File: config.mk
export PLATFORM = sky130hd
export DESIGN_NAME = efi_to_e820_region_merger_flat
export DESIGN_NICKNAME = d
export VERILOG_FILES = /design/src/design/e820m_pkg.sv /design/src/design/e820m_chan_if.sv /design/src/design/e820m_in_reg.sv /design/src/design/e820m_merge.sv /design/src/design/efi_to_e820_region_merger.sv /design/src/flat_wrapper.sv
export SDC_FILE = /design/constraint.sdc
export NUM_CORES = 1
export LEC_CHECK = 0
export BUFFER_PORTS_ARGS = -buffer_cell sky130_fd_sc_hd__buf_4
export CORE_MARGIN = 2
export CORE_UTILIZATION = 34
export DETAILED_ROUTE_END_ITERATION = 8
export GPL_ROUTABILITY_DRIVEN = 0
export PLACE_DENSITY = 0.55
export SYNTH_ARGS = -nofsm -noshare
export SYNTH_HDL_FRONTEND = slang
export SYNTH_HIERARCHICAL = 1
export SYNTH_SLANG_ARGS = --single-unit
File: constraint.sdc
create_clock -name clk_i -period 8.23 [get_ports clk_i]
set_clock_uncertainty 0.15 [all_clocks]
set_input_delay 2.0575 -clock clk_i [delete_from_list [all_inputs] [get_ports clk_i]]
set_output_delay 2.0575 -clock clk_i [all_outputs]
set_load 0.05 [all_outputs]
File: src/design/e820m_pkg.sv
// ----------------------------------------------------------------------------
// e820m_pkg
// Shared types, codes and the memory type lookup for the region merger.
// ----------------------------------------------------------------------------
package e820m_pkg;

  localparam int unsigned PageShift = 12;

  // Result action codes
  localparam logic [1:0] ACT_SKIP  = 2'd0;
  localparam logic [1:0] ACT_MERGE = 2'd1;
  localparam logic [1:0] ACT_NEW   = 2'd2;
  localparam logic [1:0] ACT_FULL  = 2'd3;

  // E820 entry types
  localparam logic [2:0] MEM_NONE     = 3'd0;
  localparam logic [2:0] MEM_RAM      = 3'd1;
  localparam logic [2:0] MEM_RESERVED = 3'd2;
  localparam logic [2:0] MEM_ACPI     = 3'd3;
  localparam logic [2:0] MEM_NVS      = 3'd4;
  localparam logic [2:0] MEM_UNUSABLE = 3'd5;

  // UEFI memory type codes, standard numbering
  localparam logic [31:0] EFI_RESERVED      = 32'd0;
  localparam logic [31:0] EFI_LOADER_CODE   = 32'd1;
  localparam logic [31:0] EFI_LOADER_DATA   = 32'd2;
  localparam logic [31:0] EFI_BS_CODE       = 32'd3;
  localparam logic [31:0] EFI_BS_DATA       = 32'd4;
  localparam logic [31:0] EFI_RT_CODE       = 32'd5;
  localparam logic [31:0] EFI_RT_DATA       = 32'd6;
  localparam logic [31:0] EFI_CONVENTIONAL  = 32'd7;
  localparam logic [31:0] EFI_UNUSABLE      = 32'd8;
  localparam logic [31:0] EFI_ACPI_RECLAIM  = 32'd9;
  localparam logic [31:0] EFI_ACPI_NVS      = 32'd10;
  localparam logic [31:0] EFI_MMIO          = 32'd11;
  localparam logic [31:0] EFI_MMIO_PORT     = 32'd12;
  localparam logic [31:0] EFI_PAL_CODE      = 32'd13;

  typedef struct packed {
    logic        start_of_map;
    logic [31:0] efi_type;
    logic [63:0] region_start;
    logic [51:0] page_count;
    logic        last_region;
  } e820m_in_t;

  typedef struct packed {
    logic [1:0]  action;
    logic [6:0]  entry_index;
    logic [63:0] entry_address;
    logic [63:0] entry_size;
    logic [2:0]  entry_type;
    logic [7:0]  entry_count;
    logic        done_res;
  } e820m_out_t;

  typedef struct packed {
    logic       have_previous;
    logic       table_full;
    logic [7:0] stored_count;
  } e820m_status_t;

  function automatic logic [2:0] map_type(input logic [31:0] code);
    logic [2:0] t;
    case (code)
      EFI_RESERVED, EFI_RT_CODE, EFI_RT_DATA,
      EFI_MMIO, EFI_MMIO_PORT, EFI_PAL_CODE:        t = MEM_RESERVED;
      EFI_UNUSABLE:                                t = MEM_UNUSABLE;
      EFI_ACPI_RECLAIM:                            t = MEM_ACPI;
      EFI_LOADER_CODE, EFI_LOADER_DATA, EFI_BS_CODE,
      EFI_BS_DATA, EFI_CONVENTIONAL:               t = MEM_RAM;
      EFI_ACPI_NVS:                                t = MEM_NVS;
      default:                                     t = MEM_NONE;
    endcase
    return t;
  endfunction

endpackage

File: src/design/e820m_chan_if.sv
// ----------------------------------------------------------------------------
// e820m channel interfaces
// Valid/ready channels for descriptors in and table results out.
// ----------------------------------------------------------------------------
interface e820m_in_if;
  import e820m_pkg::*;

  logic      valid;
  logic      ready;
  e820m_in_t data;

  modport source (output valid, output data, input ready);
  modport sink   (input valid, input data, output ready);
endinterface

interface e820m_out_if;
  import e820m_pkg::*;

  logic       valid;
  logic       ready;
  e820m_out_t data;

  modport source (output valid, output data, input ready);
  modport sink   (input valid, input data, output ready);
endinterface

File: src/design/e820m_in_reg.sv
// ----------------------------------------------------------------------------
// e820m_in_reg
// Input register stage: holds one descriptor until the merge stage takes it.
// ----------------------------------------------------------------------------
module e820m_in_reg (
  input  logic                 clk_i,
  input  logic                 rst_ni,
  input  logic                 in_valid_i,
  output logic                 in_ready_o,
  input  e820m_pkg::e820m_in_t in_data_i,
  input  logic                 take_i,
  output logic                 valid_o,
  output e820m_pkg::e820m_in_t data_o
);
  import e820m_pkg::*;

  logic      valid_q, valid_d;
  e820m_in_t data_q;
  logic      load;

  assign in_ready_o = !valid_q || take_i;
  assign load       = in_valid_i && in_ready_o;

  always_comb begin
    valid_d = valid_q;
    if (load) begin
      valid_d = 1'b1;
    end else if (take_i) begin
      valid_d = 1'b0;
    end
  end

  always_ff @(posedge clk_i or negedge rst_ni) begin
    if (!rst_ni) begin
      valid_q <= 1'b0;
    end else begin
      valid_q <= valid_d;
    end
  end

  always_ff @(posedge clk_i) begin
    if (load) begin
      data_q <= in_data_i;
    end
  end

  assign valid_o = valid_q;
  assign data_o  = data_q;

endmodule

File: src/design/e820m_merge.sv
// ----------------------------------------------------------------------------
// e820m_merge
// Previous-entry state and the per-descriptor merge/append decision.
// ----------------------------------------------------------------------------
module e820m_merge #(
  parameter int unsigned MAX_ENTRIES = 128
) (
  input  logic                     clk_i,
  input  logic                     rst_ni,
  input  logic                     advance_i,
  input  e820m_pkg::e820m_in_t     item_i,
  output e820m_pkg::e820m_out_t    result_o,
  output e820m_pkg::e820m_status_t status_o
);
  import e820m_pkg::*;

  localparam int unsigned CapInt   = (MAX_ENTRIES > 255) ? 255 : MAX_ENTRIES;
  localparam logic [7:0]  Capacity = 8'(CapInt);

  logic        have_q, have_d, have_b;
  logic [2:0]  ptype_q, ptype_d, ptype_b;
  logic [63:0] paddr_q, paddr_d, paddr_b;
  logic [63:0] psize_q, psize_d, psize_b;
  logic [7:0]  count_q, count_d, count_b;
  logic        full_q, full_d, full_b;

  logic [2:0]  etype;
  logic [63:0] bytes;
  logic [63:0] grown;
  logic        contiguous;

  // Start of map clears the state seen by this descriptor
  always_comb begin
    have_b  = item_i.start_of_map ? 1'b0  : have_q;
    ptype_b = item_i.start_of_map ? MEM_NONE : ptype_q;
    paddr_b = item_i.start_of_map ? 64'd0 : paddr_q;
    psize_b = item_i.start_of_map ? 64'd0 : psize_q;
    count_b = item_i.start_of_map ? 8'd0  : count_q;
    full_b  = item_i.start_of_map ? 1'b0  : full_q;
  end

  assign etype      = map_type(item_i.efi_type);
  assign bytes      = {item_i.page_count, {PageShift{1'b0}}};
  assign grown      = psize_b + bytes;
  assign contiguous = have_b && (ptype_b == etype) &&
                      ((paddr_b + psize_b) == item_i.region_start);

  always_comb begin
    have_d  = have_b;
    ptype_d = ptype_b;
    paddr_d = paddr_b;
    psize_d = psize_b;
    count_d = count_b;
    full_d  = full_b;

    result_o               = '0;
    result_o.done_res      = item_i.last_region;

    if (full_b) begin
      result_o.action = ACT_FULL;
    end else if (etype == MEM_NONE) begin
      result_o.action = ACT_SKIP;
    end else if (contiguous) begin
      psize_d                = grown;
      result_o.action        = ACT_MERGE;
      result_o.entry_index   = 7'(count_b - 8'd1);
      result_o.entry_address = paddr_b;
      result_o.entry_size    = grown;
      result_o.entry_type    = etype;
    end else if (count_b >= Capacity) begin
      full_d          = 1'b1;
      result_o.action = ACT_FULL;
    end else begin
      have_d                 = 1'b1;
      ptype_d                = etype;
      paddr_d                = item_i.region_start;
      psize_d                = bytes;
      count_d                = count_b + 8'd1;
      result_o.action        = ACT_NEW;
      result_o.entry_index   = count_b[6:0];
      result_o.entry_address = item_i.region_start;
      result_o.entry_size    = bytes;
      result_o.entry_type    = etype;
    end

    result_o.entry_count = count_d;
  end

  always_ff @(posedge clk_i or negedge rst_ni) begin
    if (!rst_ni) begin
      have_q  <= 1'b0;
      ptype_q <= MEM_NONE;
      paddr_q <= 64'd0;
      psize_q <= 64'd0;
      count_q <= 8'd0;
      full_q  <= 1'b0;
    end else if (advance_i) begin
      have_q  <= have_d;
      ptype_q <= ptype_d;
      paddr_q <= paddr_d;
      psize_q <= psize_d;
      count_q <= count_d;
      full_q  <= full_d;
    end
  end

  assign status_o.have_previous = have_q;
  assign status_o.table_full    = full_q;
  assign status_o.stored_count  = count_q;

endmodule

File: src/design/efi_to_e820_region_merger.sv
// ----------------------------------------------------------------------------
// efi_to_e820_region_merger
// Converts a stream of UEFI memory descriptors into E820 table writes,
// merging contiguous regions of the same type.
// ----------------------------------------------------------------------------
//
//  channel | dir | payload                                   | transfer when
//  --------+-----+-------------------------------------------+--------------
//  in_i    | in  | start_of_map, efi_type, region_start,     | valid & ready
//          |     | page_count, last_region                   |
//  out_o   | out | action, entry_index, entry_address,       | valid & ready
//          |     | entry_size, entry_type, entry_count,      |
//          |     | done_res                                  |
//
//  One descriptor per cycle sustained while out_o is not stalled. The input
//  transfer loads the input register; the result register loads from it on
//  advance and offers the result on out_o. The previous-entry state
//  updates in the same cycle the result register loads, so back-to-back
//  descriptors see each other's effect.
//  Reset clears the valid bits, the previous entry, the count and the full
//  flag. A stalled output holds the result register and, once the input
//  register is also occupied, drops in_i.ready.
//
module efi_to_e820_region_merger #(
  parameter int unsigned MAX_ENTRIES = 128
) (
  input  logic               clk_i,
  input  logic               rst_ni,
  e820m_in_if.sink           in_i,
  e820m_out_if.source        out_o
);
  import e820m_pkg::*;

  logic          stage_valid;
  e820m_in_t     stage_item;
  logic          advance;
  e820m_out_t    result;
  e820m_status_t status;

  logic          out_valid_q, out_valid_d;
  e820m_out_t    out_q;

  // Advance the held descriptor when the result register is free or draining
  assign advance = stage_valid && (!out_valid_q || out_o.ready);

  e820m_in_reg u_in_reg (
    .clk_i      (clk_i),
    .rst_ni     (rst_ni),
    .in_valid_i (in_i.valid),
    .in_ready_o (in_i.ready),
    .in_data_i  (in_i.data),
    .take_i     (advance),
    .valid_o    (stage_valid),
    .data_o     (stage_item)
  );

  e820m_merge #(
    .MAX_ENTRIES (MAX_ENTRIES)
  ) u_merge (
    .clk_i     (clk_i),
    .rst_ni    (rst_ni),
    .advance_i (advance),
    .item_i    (stage_item),
    .result_o  (result),
    .status_o  (status)
  );

  // Result register: load on advance, release on an output transfer
  always_comb begin
    out_valid_d = out_valid_q;
    if (advance) begin
      out_valid_d = 1'b1;
    end else if (out_o.ready) begin
      out_valid_d = 1'b0;
    end
  end

  always_ff @(posedge clk_i or negedge rst_ni) begin
    if (!rst_ni) begin
      out_valid_q <= 1'b0;
    end else begin
      out_valid_q <= out_valid_d;
    end
  end

  always_ff @(posedge clk_i) begin
    if (advance) begin
      out_q <= result;
    end
  end

  assign out_o.valid = out_valid_q;
  assign out_o.data  = out_q;

  // A new or grown entry always refers to the last entry of the table
  a_index_tracks_count : assert property (@(posedge clk_i) disable iff (!rst_ni)
    (out_valid_q && (out_q.action == ACT_NEW || out_q.action == ACT_MERGE))
      |-> (out_q.entry_index == 7'(out_q.entry_count - 8'd1)))
    else $error("entry index does not match entry count");

  // Skipped and full results carry no entry
  a_empty_payload : assert property (@(posedge clk_i) disable iff (!rst_ni)
    (out_valid_q && (out_q.action == ACT_SKIP || out_q.action == ACT_FULL))
      |-> (out_q.entry_address == 64'd0 && out_q.entry_size == 64'd0 &&
           out_q.entry_type == MEM_NONE))
    else $error("skipped or full result carries entry data");

  // A full result leaves the sticky flag set behind it
  a_full_sticky : assert property (@(posedge clk_i) disable iff (!rst_ni)
    (advance && result.action == ACT_FULL) |=> status.table_full)
    else $error("full result without sticky full flag");

endmodule
File: src/flat_wrapper.sv
// flat-port wrapper written by rule: the top's interface ports become plain ports
module efi_to_e820_region_merger_flat import e820m_pkg::*;
#(
  parameter int unsigned MAX_ENTRIES = 128
)
  (clk_i, rst_ni, in_i_valid, in_i_data, in_i_ready, out_o_valid, out_o_data, out_o_ready);
  e820m_in_if in_i_i ();
  e820m_out_if out_o_i ();
  input  logic clk_i;
  input  logic rst_ni;
  input wire logic [$bits(in_i_i.valid)-1:0] in_i_valid;
  input wire logic [$bits(in_i_i.data)-1:0] in_i_data;
  output wire logic [$bits(in_i_i.ready)-1:0] in_i_ready;
  output wire logic [$bits(out_o_i.valid)-1:0] out_o_valid;
  output wire logic [$bits(out_o_i.data)-1:0] out_o_data;
  input wire logic [$bits(out_o_i.ready)-1:0] out_o_ready;
  assign in_i_i.valid = in_i_valid;
  assign in_i_i.data = in_i_data;
  assign in_i_ready = in_i_i.ready;
  assign out_o_valid = out_o_i.valid;
  assign out_o_data = out_o_i.data;
  assign out_o_i.ready = out_o_ready;
  efi_to_e820_region_merger #(.MAX_ENTRIES(MAX_ENTRIES)) u_core (.clk_i(clk_i), .rst_ni(rst_ni), .in_i(in_i_i), .out_o(out_o_i));
endmodule
; Word level (Yosys, flattened, before mapping)
; Memory sizes are Yosys's and may differ from the RTL's. A register that Yosys moved wholly into a read port is not among the register bits.
; Index checks and enable logic that the tools add are counted.
[word_totals]
inputBits = 154
out_inout_bits = 151
mem_count = 1
mem_bits_ro = 48
regBits = 442
[memory_table]
columns = name, words, word_bits, rd, rd_ports_with_merged_regs, write_ports, line
row1 = (name not given), 16, 3, 1, 1, 0, e820m_pkg.sv:65  ; case (code)
[op_classes]
n_mux = 40
magnitude_cmp = 1
eq_ne = 2
add_sub_neg = 4
n_reduce_logical = 13
[op_table]
columns = cell, count
row1 = 2-to-1 mux 64 bit, 10
row2 = 2-to-1 mux 140 bit, 1
row3 = 2-to-1 mux 138 bit, 1
row4 = adder 64 bit, 2
row5 = == test 64 bit, 1
row6 = 2-to-1 mux 8 bit, 5
row7 = zero test 28 bit, 1
row8 = 2-to-1 mux 3 bit, 6
row9 = 2-to-1 mux 1 bit, 15
row10 = adder 8 x 1 -> 8 bit (second input constant), 1
row11 = >= comparator 8 bit (second input constant), 1
row12 = subtractor 7 x 1 -> 7 bit (second input constant), 1
row13 = logical AND 1 bit, 4
row14 = 2-to-1 mux 4 bit, 1
row15 = nonzero test 2 bit, 2
row16 = == test 3 bit, 1
row17 = zero test 3 bit, 1
row18 = zero test 1 bit, 2
row19 = logical OR 1 bit, 2
row20 = 2-to-1 mux 2 bit, 1
row21 = OR reduction 2 bit, 1

; Logic depth before layout (Yosys ltp)
; Gate-level depths: netlist of run 1.
[depth]
ltp_word = 8
ltp_mapped = 37
mapped_depth_nobuf = 18

; By module
; The synthesis of run 1 kept the hierarchy.
[by_module_without_submodules]
columns = module, area_per_inst_um2, cells_per_inst, n_inst, seq_area_each_um2
row1 = e820m_merge, 20024.2, 2786, 1, 3528.4
row2 = e820m_in_reg, 4558.1, 154, 1, 4529.3
row3 = efi_to_e820_region_merger, 4518.1, 153, 1, 4499.3

; Worst setup path before layout of run 1
; OpenSTA, ideal clock, no wires.
[synth_timing]
kind = input to output
start = input port out_o_ready
end = output port in_i_ready
path_stages = 3
arrival_time_ns = 6.483
t_required_ns = 6.023
path_buffers = 0
path_slack_ns = -0.461
cell_sequence = nand2b_1 and2_1 nand2b_4
[synth_between]
elab_chain_len = 3
[synth_rtl]
columns = element, line
row1 = from (decl), flat_wrapper.sv:16  ; input wire logic [$bits(out_o_i.ready)-1:0] out_o_ready;
row2 = logical OR 1 bit, efi_to_e820_region_merger.sv:44  ; assign advance = stage_valid && (!out_valid_q || out_o.ready);
row3 = logical AND 1 bit, efi_to_e820_region_merger.sv:44
row4 = via u_core.advance, efi_to_e820_region_merger.sv:36  ; logic advance;
row5 = logical OR 1 bit, e820m_in_reg.sv:21  ; assign in_ready_o = !valid_q || take_i;
row6 = to (decl), flat_wrapper.sv:13  ; output wire logic [$bits(in_i_i.ready)-1:0] in_i_ready;
; The timed path passes the listed nets, and every way through them passes these cells.

; Worst setup path in the final report of run 1
[layout_timing]
start = register u_core.u_in_reg.data_q (netlist bit u_core/u_in_reg/data_o[149])
end = register u_core.u_merge.count_q[3]
[layout_between]
elab_chain_len = 7
word_cells_on_any_way = 17
[layout_rtl]
columns = element, line
row1 = from (decl), e820m_in_reg.sv:18  ; e820m_in_t data_q;
row2 = from (signal assigned), e820m_in_reg.sv:43  ; data_q <= in_data_i;
row3 = 2-to-1 mux 64 bit (tied with other cells), e820m_merge.sv:36  ; paddr_b = item_i.start_of_map ? 64'd0 : paddr_q;
row4 = adder 64 bit or == test 3 bit (tied branches), "e820m_merge.sv:46, e820m_merge.sv:45"
row5 = == test 64 bit or logical AND 1 bit (tied branches), "e820m_merge.sv:46, e820m_merge.sv:45"
row6 = logical AND 1 bit, e820m_merge.sv:45  ; assign contiguous = have_b && (ptype_b == etype) &&
row7 = 2-to-1 mux 8 bit, e820m_merge.sv:63  ; end else if (contiguous) begin
row8 = 2-to-1 mux 8 bit, e820m_merge.sv:61  ; end else if (etype == MEM_NONE) begin
row9 = 2-to-1 mux 8 bit *, e820m_merge.sv:59  ; if (full_b) begin
row10 = to (signal assigned), e820m_merge.sv:102  ; count_q <= count_d;
row11 = to (decl), e820m_merge.sv:24  ; logic [7:0] count_q, count_d, count_b;
; Mark *: on every way between the ends. The rest lies on a longest branch, timed or not.
; A chain may end at the register's enable or synchronous reset.

==> impl_metrics.yaml, run 1 <==
drt:
  viasPerCell: 5.97
  first_iter_violations: 3048
  wl_per_cell_um: 25.7
  vias: 26500
  ant_nets: 0
  wl_um: 114000
  drc: 0
  drt_pass1_iterations: 7
min_path:
  worstHoldPathType: "reg2reg"
  min_to: "u_core/out_o.data[0]$_DFFE_PP_"
  worstHoldStart: "u_core/u_in_reg/data_o[0]$_DFFE_PP_"
  holdPathStages: 0
global_routing:
  grt_start_max_net_pins: 149
  grt_pass1_vias: 24900
  grt.overflow.total: 0
  track_usage_pct: 25.2
  grt_pass1_wl_um: 166000
  antenna_found_initial: 1
clock_tree:
  cts_buffer_depth: 3
  post_cts_buffers: 0
  clk_latency_ps: 630
  postCtsHoldBufs: 0
  cts_buffers: 52
  clock_sinks: 442
  cts.clk_slew.worst_paths_ps: 60
  clock-root-buffer: "clkbuf_16"
  cts-resized-gates: 0
  cts_tree: "built"
  htreeDepth: 2
worst_setup_path:
  r2r_end: "u_core/u_merge/count_q[3]$_DFFE_PN0P_"
  cp-start-kind: "flop"
  crit_type: "reg2reg"
  r2r_start: "u_core/u_in_reg/data_o[149]$_DFFE_PP_"
  worst-r2r-setup-slack_ps: 920
  reg2reg_depth: 16
  crit_path_end_kind: "flop"
  arrival_ps: 7670
  required_ps: 8590
  cp_max_fo: 148
timing:
  maxSlewHeadroom_pct: 12.7
  maxSlewViolCount: 0
  fin_crit_ps: 7310
  hold_viol: 0
  timing.final.crit_share_pct: 88.8
  whs_ps: 288
  final-setup-viol-count: 0
  tns_ps: 0
  fmax_mhz: 137
  worst_pin_slew_ps: 1280
  rsz0062_at_grt: "no"
die:
  io-pin-count: 305
  die_y_um: 296
  fp.dieArea_um2: 87900
  die_width_um: 296
  initial_core_util_pct: 34.2
  core_area_um2: 85000
  rows: 107
pwr:
  ir_drop_mv: 0.152
  combPwrFrac_pct: 13.2
  power.internal_w: 0.00410
  p_clk_share_pct: 40.9
  power_switching_share_pct: 28.9
  p_switching_w: 0.00167
  leakagePower_nw: 12.7
  pwr_density_cell_nw_per_um2: 170
  sequentialPowerShare_pct: 45.9
run:
  cap_violations: 0
outcome:
  status: "finished clean"
layout:
  layout-drive-gt1-share_pct: 15.4
  fin_util_pct: 39.9
  final_nets: 3459
  syn_to_final_growth_pct: 16.7
  diodes: 0
place:
  io_buffers: 304
  dp_hpwl_um: 84300
synthesis:
  yosysWarningCount: 6
  syn_inst: 3091
  avgSynthCellArea_um2: 9.41
  syn_area_um2: 29100
  synth_nets: 3296
[worst max-delay path, cell delays in order (launching register included)]
cell and delay, ps:
edfxtp_1 420, buf_12 490, buf_12 390, nand2b_1 490, o22ai_1 220, a21oi_1 650, o21ai_0 520, or2_2 440
o21a_1 170, o31ai_1 510, nand3_1 210, nor4_1 280, nand4_1 280, or3_1 940, nand3_1 410, nor2_1 110
a221o_1 310
[how the worst max path moves through the flow]
stage	end	cells after the start	from	slack, ps
CTS	u_core/out_o.data[71]$_DFFE_PP_	16	u_core/u_in_reg/data_o[149]$_DFFE_PP_	1270
finish	u_core/u_merge/count_q[3]$_DFFE_PN0P_	16	u_core/u_in_reg/data_o[149]$_DFFE_PP_	920
detailed placement	u_core/out_o.data[62]$_DFFE_PP_	16	u_core/u_in_reg/data_o[149]$_DFFE_PP_	1270
global placement	u_core/out_o.data[64]$_DFFE_PP_	16	u_core/u_in_reg/data_o[149]$_DFFE_PP_	1220
global route	u_core/out_o.data[36]$_DFFE_PP_	17	u_core/u_in_reg/data_o[149]$_DFFE_PP_	700
floorplan	u_core/out_o.data[109]$_DFFE_PP_	35	u_core/u_in_reg/data_o[149]$_DFFE_PP_	290
[through the flow]
stage	instance area, um^2	cells	setup WS, ps	power, W
3_5_place_dp	32200	4344	1270	0.00346
4_1_cts	34000	4442	1270	0.00584
6_report	34000	4442	919	0.00578
5_1_grt	34000	4442	702	0.00597
2_1_floorplan	29100	3091	287	0.00312
3_3_place_gp	32200	4344	1220	0.00346
[per-layer routing]
layer | track usage (%) | wire [um] | vias up
li1 | - | - | 12000
met1 | 34.7 | 48300 | 12900
met2 | 38.6 | 50400 | 1391
met3 | 5.56 | 10600 | 273
met4 | 9.35 | 4610 | 0
met5 | 0 | 0 | -
[cells in the final DEF (no fill, tap or decap), types with 77 or more instances in the layout]
| cell type | n |
|---|---|
| xnor2_1 | 147 |
| a21oi_1 | 184 |
| xor2_1 | 77 |
| o21ai_0 | 179 |
| nor2_1 | 223 |
| nor2b_1 | 78 |
| nand2_1 | 245 |
| dfrtp_1 | 143 |
| edfxtp_1 | 299 |
| buf_4 | 339 |
| a22o_1 | 154 |
| nand3_1 | 84 |
[final cells by class]
type	instances	area (um^2)
Sequential cell	442	12600
Clock buffer	64	1370
Tap cell	1144	1430
Clock inverter	34	354
Fill cell	8459	51100
Timing Repair Buffer	346	2680
Multi-Input combinational cell	2336	15300
Inverter	76	285
[state kept, by name, summed over array words and instances (netlist names)]
signal and cells:
u_core/u_merge/psize_q 64, u_core/u_merge/have_q 1, u_core/u_merge/count_q 8, u_core/u_merge/ptype_q 3, u_core/u_merge/paddr_q 64, u_core/out_o.valid 1, u_core/u_merge/full_q 1, u_core/u_in_reg/valid_o 1
u_core/u_in_reg/data_o 150, u_core/out_o.data 149
[power by group through the flow]
| stage | Combinational (W) | Clock [W] | Sequential [W] |
|---|---|---|---|
| final | 0.000764 | 0.00236 | 0.00265 |
| after CTS | 0.000762 | 0.00242 | 0.00266 |
| after detailed placement | 0.000759 | 0 | 0.00270 |
| after global routing | 0.000807 | 0.00250 | 0.00267 |
| after global placement | 0.000758 | 0 | 0.00270 |
| after floorplan | 0.000289 | 0 | 0.00283 |
(Power assumes the default switching activity.)
==> run 2, diff against run 1 <==
ABC_CLOCK_PERIOD_IN_PS = 8230   (was not set)
CTS_CLUSTER_DIAMETER = 120   (was not set)
REMOVE_ABC_BUFFERS = 1   (was not set)
==> run 2 against run 1 <==
Against the previous run: combinational power fell by 1%; maximum frequency rose by 3.6%; critical path depth did not move; sequential share of layout area fell by 0.086 points; highest routed layer unchanged; sequential power barely moved; setup slack improved by 250 ps; cell count barely moved; worst hold slack got worse by 19 ps.
==> impl_metrics.yaml, run 2 (same netlist as run 1, synthesis figures left out) <==
global_routing:
  grt_use_met2_pct: 38.4
  met3_usage_pct: 4.36
  track_usage_pct: 23.9
  grt-busiest-layer: "met2"
  antenna_found_initial: 1
  grt_pass1_vias: 24400
  grt.overflow.total: 0
  grt_start_max_net_pins: 168
  grt_pass1_wl_um: 159000
  met1_usage_pct: 32.0
drt:
  wl_um: 108000
  drc: 0
  first_iter_violations: 2943
  wl_per_cell_um: 24.4
  ant_nets: 0
  viasPerCell: 5.83
  vias: 25900
  drt_pass1_iterations: 9
die:
  die_width_um: 296
  io-pin-count: 305
  initial_core_util_pct: 34.2
  die_y_um: 296
  fp.dieArea_um2: 87900
  rows: 107
  core_area_um2: 85000
place:
  io_buffers: 304
  dp_cells: 4339
  dp_hpwl_um: 79700
  placed_area_um2: 32200
layout:
  largest_reg_flops: 150
  final_nets: 3455
  design_area_um2: 34000
  syn_to_final_growth_pct: 17.0
  layout_common_cells: "buf_4, edfxtp_1, nand2_1"
  layout-drive-gt1-share_pct: 15.4
  final_common_cell: "buf_4"
  fin_cells: 4439
  diodes: 0
clock_tree:
  post_cts_buffers: 0
  htreeDepth: 2
  clk_latency_ps: 640
  cts_buffer_depth: 3
  clock-root-buffer: "clkbuf_16"
  cts_buffers: 53
  cts_tree: "built"
  clock_sinks: 442
  cts-resized-gates: 0
  postCtsHoldBufs: 0
  cts.clk_slew.worst_paths_ps: 60
timing:
  maxSlewHeadroom_pct: 13.5
  whs_ps: 269
  fmax_mhz: 142
  worst_pin_slew_ps: 1290
  timing.final.crit_share_pct: 85.8
  hold_viol: 0
  maxSlewViolCount: 0
  rsz0062_at_grt: "no"
  fin_crit_ps: 7060
  final-setup-viol-count: 0
pwr:
  ir_drop_mv: 0.144
  leakagePower_nw: 12.7
  pwr_density_cell_nw_per_um2: 173
min_path:
  worstHoldPathType: "reg2reg"
worst_setup_path:
  crit_type: "reg2reg"
  crit_path_end_kind: "flop"
  cp_max_fo: 36
  required_ps: 8640
  arrival_ps: 7470
  cp-start-kind: "flop"
outcome:
  status: "finished clean"
run:
  cap_violations: 0
-- run 2: cell count changes in the layout (fill, tap and decap cells not counted) --
cell       delta
buf_4         -5
bufinv_16     +2
clkbuf_1      +1
clkbuf_16     +1
clkbuf_8      +1
clkinv_1      -2
clkinv_16     +1
clkinv_2      -3
inv_4         +1
-- run 2: metrics by stage --
step / util [%] / total power, W / worst slack [ps] / setup TNS, ps
2_1_floorplan: - / 0.00311 / -9020 / -1960330
3_3_place_gp: 37.9 / 0.00345 / 1420 / 0
3_5_place_dp: 37.9 / 0.00345 / 1280 / 0
4_1_cts: 40.0 / 0.00594 / 1230 / 0
5_1_grt: 40.0 / 0.00607 / 772 / 0
6_report: 40.0 / 0.00588 / 1170 / 0
-- run 2: path summary, 6_finish.rpt --
kind                            cells past startpoint                                   from                                endpoint  slack [ps]
worst min register to register                      0    u_core/u_in_reg/data_o[0]$_DFFE_PP_          u_core/out_o.data[0]$_DFFE_PP_         270
max in group asynchronous                           2                                 rst_ni  u_core/u_merge/psize_q[45]$_DFFE_PN0P_        5420
worst max-delay path                               16  u_core/u_in_reg/data_o[149]$_DFFE_PP_  u_core/u_merge/psize_q[31]$_DFFE_PN0P_        1170
worst max register to register                     16  u_core/u_in_reg/data_o[149]$_DFFE_PP_  u_core/u_merge/psize_q[31]$_DFFE_PN0P_        1170
min in group asynchronous                           1                                 rst_ni  u_core/u_merge/psize_q[18]$_DFFE_PN0P_        1290
worst min-delay path                                0    u_core/u_in_reg/data_o[0]$_DFFE_PP_          u_core/out_o.data[0]$_DFFE_PP_         270
-- run 2: routing by layer --
layer / part of all wire, % / up-vias
met5: 0 / -
met4: 4.3 / 0
met3: 7.4 / 264
met2: 46 / 1124
met1: 42 / 12500
li1: - / 12000
-- run 2: where the power goes --
| group | total [W] | switching (W) | internal [W] |
|---|---|---|---|
| sequential | 0.00265 | 0.000120 | 0.00253 |
| combinational | 0.000756 | 0.000531 | 0.000226 |
| clock | 0.00247 | 0.00102 | 0.00145 |
| total | 0.00588 | 0.00167 | 0.00421 |
-- run 2: cell type report --
cell class                      instances  area (um^2)
Tap cell                             1144         1430
Multi-Input combinational cell       2336        15300
Inverter                               76          285
Clock buffer                           67         1410
Timing Repair Buffer                  341         2640
Sequential cell                       442        12600
Clock inverter                         33          428
Fill cell                            8441        51000
-- run 2: worst max-delay path, stage by stage (launching register included) --
cell and delay, ps:
edfxtp_1 450, buf_4 460, nor2b_1 150, ha_1 460, and4b_1 310, a221oi_1 670, o21ai_0 200, a211oi_1 420
o32ai_1 130, nor2_1 150, nand4_1 120, or4_1 400, or4_1 710, nor3_4 780, nand2_1 820, o21bai_1 360
a221o_1 180
